$ cat config.mk
export PLATFORM = sky130hd
export DESIGN_NAME = ffa_ctrl
export DESIGN_NICKNAME = d
export VERILOG_FILES = /design/src/design/ffa_pkg.sv /design/src/design/ffa_ctrl.sv
export SDC_FILE = /design/constraint.sdc
export NUM_CORES = 1
export LEC_CHECK = 0
export ABC_AREA = 0
export ABC_CLOCK_PERIOD_IN_PS = 4500
export BUFFER_PORTS_ARGS = -buffer_cell sky130_fd_sc_hd__buf_2
export CAP_MARGIN = 20
export CORE_UTILIZATION = 53
export DETAILED_ROUTE_END_ITERATION = 6
export PLACE_DENSITY = 0.91
export SLEW_MARGIN = 20
export SYNTH_ARGS = -nofsm -noshare
export SYNTH_HDL_FRONTEND = slang
export SYNTH_SLANG_ARGS = --single-unit
$ cat constraint.sdc
create_clock -name clk -period 4.5 [get_ports clk]
set_input_delay 0.225 -clock clk [delete_from_list [all_inputs] [get_ports clk]]
set_output_delay 0.225 -clock clk [all_outputs]
set_load 0.005 [all_outputs]
$ cat src/design/ffa_pkg.sv
package ffa_pkg;

	localparam int unsigned DEF_MEM_UNITS   = 1024;
	localparam int unsigned DEF_MAX_EXTENTS = 1024;
	localparam int unsigned DEF_ID_BITS     = 10;

	localparam int unsigned CFG_ADDR_BITS = 3;
	localparam logic [CFG_ADDR_BITS-1:0] REG_MEM_SIZE = 3'd0;

	localparam logic KIND_ALLOC = 1'b0;
	localparam logic KIND_FREE  = 1'b1;

	typedef enum logic [9:0] {
		ST_IDLE   = 10'b00_0000_0001,
		ST_A_RD   = 10'b00_0000_0010,
		ST_A_EV   = 10'b00_0000_0100,
		ST_SH_RD  = 10'b00_0000_1000,
		ST_SH_WR  = 10'b00_0001_0000,
		ST_INS    = 10'b00_0010_0000,
		ST_F_RD   = 10'b00_0100_0000,
		ST_F_EV   = 10'b00_1000_0000,
		ST_DONE   = 10'b01_0000_0000,
		ST_CHECK  = 10'b10_0000_0000
	} state_t;

	typedef struct packed {
		logic load_req;
		logic rd_cur;
		logic rd_prev;
		logic start_shift;
		logic step_gap;
		logic shift_wr;
		logic insert;
		logic free_step;
		logic free_close;
		logic publish;
	} cmd_t;

	typedef struct packed {
		logic idx_at_count;
		logic idx_at_pos;
		logic gap_fits;
		logic tail_fits;
		logic req_bad;
		logic kind_free;
		logic out_free;
	} status_t;

endpackage

$ cat src/design/ffa_ctrl.sv
module ffa_ctrl (
	input  logic             clk,
	input  logic             arst_n,
	input  logic             in_fire,
	output logic             in_ready,
	input  ffa_pkg::status_t st,
	output ffa_pkg::cmd_t    cmd
);
	import ffa_pkg::*;

	state_t state_q, state_d;

	assign in_ready = (state_q == ST_IDLE);

	always_comb begin
		state_d = state_q;
		cmd = '0;
		unique case (state_q)
			ST_IDLE: begin
				if (in_fire) begin
					cmd.load_req = 1'b1;
					state_d = ST_CHECK;
				end
			end
			ST_CHECK: begin
				if (st.kind_free) begin
					state_d = ST_F_RD;
				end else if (st.req_bad) begin
					state_d = ST_DONE;
				end else begin
					state_d = ST_A_RD;
				end
			end
			ST_A_RD: begin
				if (st.idx_at_count) begin
					if (st.tail_fits) begin
						cmd.start_shift = 1'b1;
						state_d = ST_SH_RD;
					end else begin
						state_d = ST_DONE;
					end
				end else begin
					cmd.rd_cur = 1'b1;
					state_d = ST_A_EV;
				end
			end
			ST_A_EV: begin
				if (st.gap_fits) begin
					cmd.start_shift = 1'b1;
					state_d = ST_SH_RD;
				end else begin
					cmd.step_gap = 1'b1;
					state_d = ST_A_RD;
				end
			end
			ST_SH_RD: begin
				if (st.idx_at_pos) begin
					state_d = ST_INS;
				end else begin
					cmd.rd_prev = 1'b1;
					state_d = ST_SH_WR;
				end
			end
			ST_SH_WR: begin
				cmd.shift_wr = 1'b1;
				state_d = ST_SH_RD;
			end
			ST_INS: begin
				cmd.insert = 1'b1;
				state_d = ST_DONE;
			end
			ST_F_RD: begin
				if (st.idx_at_count) begin
					cmd.free_close = 1'b1;
					state_d = ST_DONE;
				end else begin
					cmd.rd_cur = 1'b1;
					state_d = ST_F_EV;
				end
			end
			ST_F_EV: begin
				cmd.free_step = 1'b1;
				state_d = ST_F_RD;
			end
			ST_DONE: begin
				if (st.out_free) begin
					cmd.publish = 1'b1;
					state_d = ST_IDLE;
				end
			end
			default: state_d = ST_IDLE;
		endcase
	end

	always_ff @(posedge clk or negedge arst_n) begin
		if (!arst_n) begin
			state_q <= ST_IDLE;
		end else begin
			state_q <= state_d;
		end
	end

endmodule

==> impl_metrics.csv <==
group,metric,value,unit
logic_synthesis,syn_nets,83,
logic_synthesis,syn_area,717,um^2
logic_synthesis,synth_area_leader_cell,"dfrtp_1",
cts,clk_path_buf_depth,2,
timing,fin_skew,0.00386,ns
logic_synthesis,synthXorXnorAreaFrac,3.66,%
global_routing,antenna_found_initial,0,
placed_design,hpwl,1300,um
setup_path,crit_chain,"or4_1, nor4b_4, and4b_1, buf_2",
worst_hold_path,min_path_type,"input pin to flip-flop",
logic_synthesis,yosysSeqAreaShare,35.1,%
global_routing,grt_max_degree,11,
logic_synthesis,synth.distinct_cells,37,
die,ioPinCount,21,
timing,setup_ws,2.08,ns
cts,ctsRootBufferMaster,"clkbuf_4",
timing,final.setup.tns,0,ns
setup_path,r2r-start,"state_q[4]",
cts,cts_tree,"yes",
cells_and_area,regArea,251,um^2
routing,first_iter_violations,39,
routing,drt-vias-per-instance,6.31,
routing,vias,682,
timing,rsz0062_at_grt,"false",
worst_hold_path,hold_depth,2,
cells_and_area,syn2layout_area_growth,19.5,%
setup_path,crit_arrival,2.20,ns
global_routing,grt_overflow,0,
timing,min_period,2.42,ns
die,num_rows,12,
setup_path,required,4.28,ns
setup_path,regToRegSetupSlack,2.52,ns
die,dieArea,1500,um^2
logic_synthesis,synth_compound_area_share,12.4,%
logic_synthesis,synth_seq_cells,10,
logic_synthesis,synth_ff_type,"dfrtp_1",
setup_path,start_kind,"flip-flop",
cells_and_area,largestRegisters,"state_q: 10 flops",
run_status,outcome,"complete, no violations",
setup_path,critPathBufInv,1,
routing,routed_wl,1790,um
cells_and_area,regMostFlops,"state_q",
power_and_ir_drop,leakage,0.426,nW
setup_path,max_stage_delay,0.73,ns
setup_path,slowest_stage,"or4_1",
run,maxCapViolCount,0,
cts,ctsResizeCount,0,
die,coreArea,1190,um^2
setup_path,cp_top_family,"simple AND/OR/NAND/NOR gates",
logic_synthesis,synthTopCellsByCount,"dfrtp_1 (9), nor2_1 (9), inv_1 (5), nor3_1 (4)",
cts,insertion_delay,0.27,ns
logic_synthesis,syn-instance-count,73,
timing,maxSlewViolCount,0,
logic_synthesis,postSynthAreaPerCell,9.82,um^2
logic_synthesis,synth.area.top_cells,"dfrtp_1 (31%), nor4_4 (5.9%), nor2_1 (4.7%), dfstp_2 (3.7%), nor4b_4 (3.3%)",
logic_synthesis,synthMuxAreaShare,0,%
logic_synthesis,async_flop_share,100,%
timing,timing.hold.ws,0.135,ns
worst_hold_path,min_to,"state_q[4]",
logic_synthesis,synth-edff-count,0,
setup_path,rr_worst_depth,4,
power_and_ir_drop,power.density,460,nW/um^2
cts,numClockSinks,10,
setup_path,r2r_end,"state_q[0]",
global_routing,grt_pass1_wl,2840,um
worst_hold_path,min-delay-start,"st[5]",
global_routing,grt_usage,28.9,%
cells_and_area,nNetsFinal,105,
timing,clock.fmax,413,MHz
cells_and_area,largest_reg_flops,10,
cells_and_area,multi_input_area,423,um^2
global_routing,grt_pass1_vias,617,
die,die_h,38.8,um
placed_design,numPortBuffers,20,
cts,cts_setup_buffers,0,
timing,setup_viol,0,
cts,holdBufCountCts,1,
cells_and_area,fill_cells,87,
logic_synthesis,yosysTopAreaCellShare,31.4,%
timing,finalCritPeriodShare,53.8,%
die,die_w,38.8,um
setup_path,critical_path_class,"flip-flop to output pin",
timing,final_hold_viol_count,0,
logic_synthesis,yosysWarnings,0,
routing,firstDrtPassIters,4,
die,start_util,60.4,%
logic_synthesis,synthSimpleGateAreaFrac,42.9,%
power_and_ir_drop,total_power,0.000394,W
cts,h-tree-depth,1,
timing,worstMarginPinSlew,0.467,ns
routing,ant_nets,0,
setup_path,endpoint_kind,"output pin",
placed_design,preCtsSetupSlack,2.39,ns
routing,drcViolationCount,0,
routing,wl_per_cell,16.6,um
placed_design,gp_congestion,0.891,
setup_path,cp_max_fo,7,
logic_synthesis,synth_adder_area_share,0,%
cts,numCtsBuffers,3,
logic_synthesis,synth_top_family_by_area,"simple AND/OR/NAND/NOR gates",
cts,path_clk_slew,0.07,ns
cells_and_area,layout-drive-gt1-share,37.2,%
timing,relSlewSlack,68.9,%
power_and_ir_drop,vdd_ir_drop_max,0.000281,V
cells_and_area,num_antenna_cells,0,
area by class of cell:
type / instances / area share (%)
Inverter: 5 / 2.19
Multi-Input combinational cell: 54 / 49.3
Tap cell: 14 / 2.04
Timing Repair Buffer: 21 / 12.8
Clock buffer: 4 / 4.23
Sequential cell: 10 / 29.3
worst reg2reg max path, delay by kind of cell, from the launching register on:
family	cells	cell delay [ns]
simple gates	2	1.13
compound gates	2	0.34
flops	1	0.44
stage by stage:
stage	std cells	util, %	instance area [um^2]
2_1_floorplan	73	-	717
3_3_place_gp	103	68.4	811
3_5_place_dp	103	68.4	811
4_1_cts	108	72.3	857
5_1_grt	108	72.3	857
6_report	108	72.3	857
power breakdown:
group | switching [W] | total, W | internal (W)
clock network | 0.0000347 | 0.0000839 | 0.0000492
logic | 0.0000841 | 0.000170 | 0.0000863
registers | 0.0000334 | 0.000140 | 0.000106
cells by family (layout without fill, tap and decap cells):
group,Yosys count,in the layout
AND/OR/NAND/NOR,40,40
AO/OA/AOI/OAI,11,11
flip-flops,10,10
buffers and inverters,9,30
XOR/XNOR,3,3
placed cells by master (no fill, tap or decap), types with 2 or more instances in the layout:
| cell type | netlist | layout |
|---|---|---|
| dfrtp_1 | 9 | 9 |
| and4b_1 | 2 | 2 |
| clkbuf_4 | 0 | 3 |
| nor4_4 | 2 | 2 |
| nor4_1 | 2 | 2 |
| nor3_1 | 4 | 4 |
| nor4b_1 | 2 | 2 |
| nand3_1 | 3 | 3 |
| o21ai_0 | 2 | 2 |
| nor2_1 | 9 | 9 |
| and2_1 | 3 | 3 |
| inv_1 | 5 | 5 |
| a41o_1 | 2 | 2 |
| buf_2 | 1 | 20 |
| nand4_1 | 2 | 2 |
| xor2_1 | 2 | 2 |
worst max-delay path by stage:
stage	startpoint	to	slack (ns)	cells after the start
finish	state_q[4]	cmd[0]	2.08	4
detailed placement	state_q[4]	cmd[0]	2.39	4
global route	state_q[4]	cmd[0]	1.98	4
floorplan	state_q[4]	cmd[0]	2.64	4
CTS	state_q[4]	cmd[0]	2.08	4
global placement	state_q[4]	cmd[0]	2.44	4
metal layers:
layer / routed length, um / vias up / global-route usage, %
met3: 143 / 4 / 11.0
met1: 750 / 321 / 38.6
met2: 873 / 35 / 41.7
met5: 0 / - / 0
met4: 24 / 0 / 11.2
li1: - / 322 / -
(Power assumes the default switching activity.)
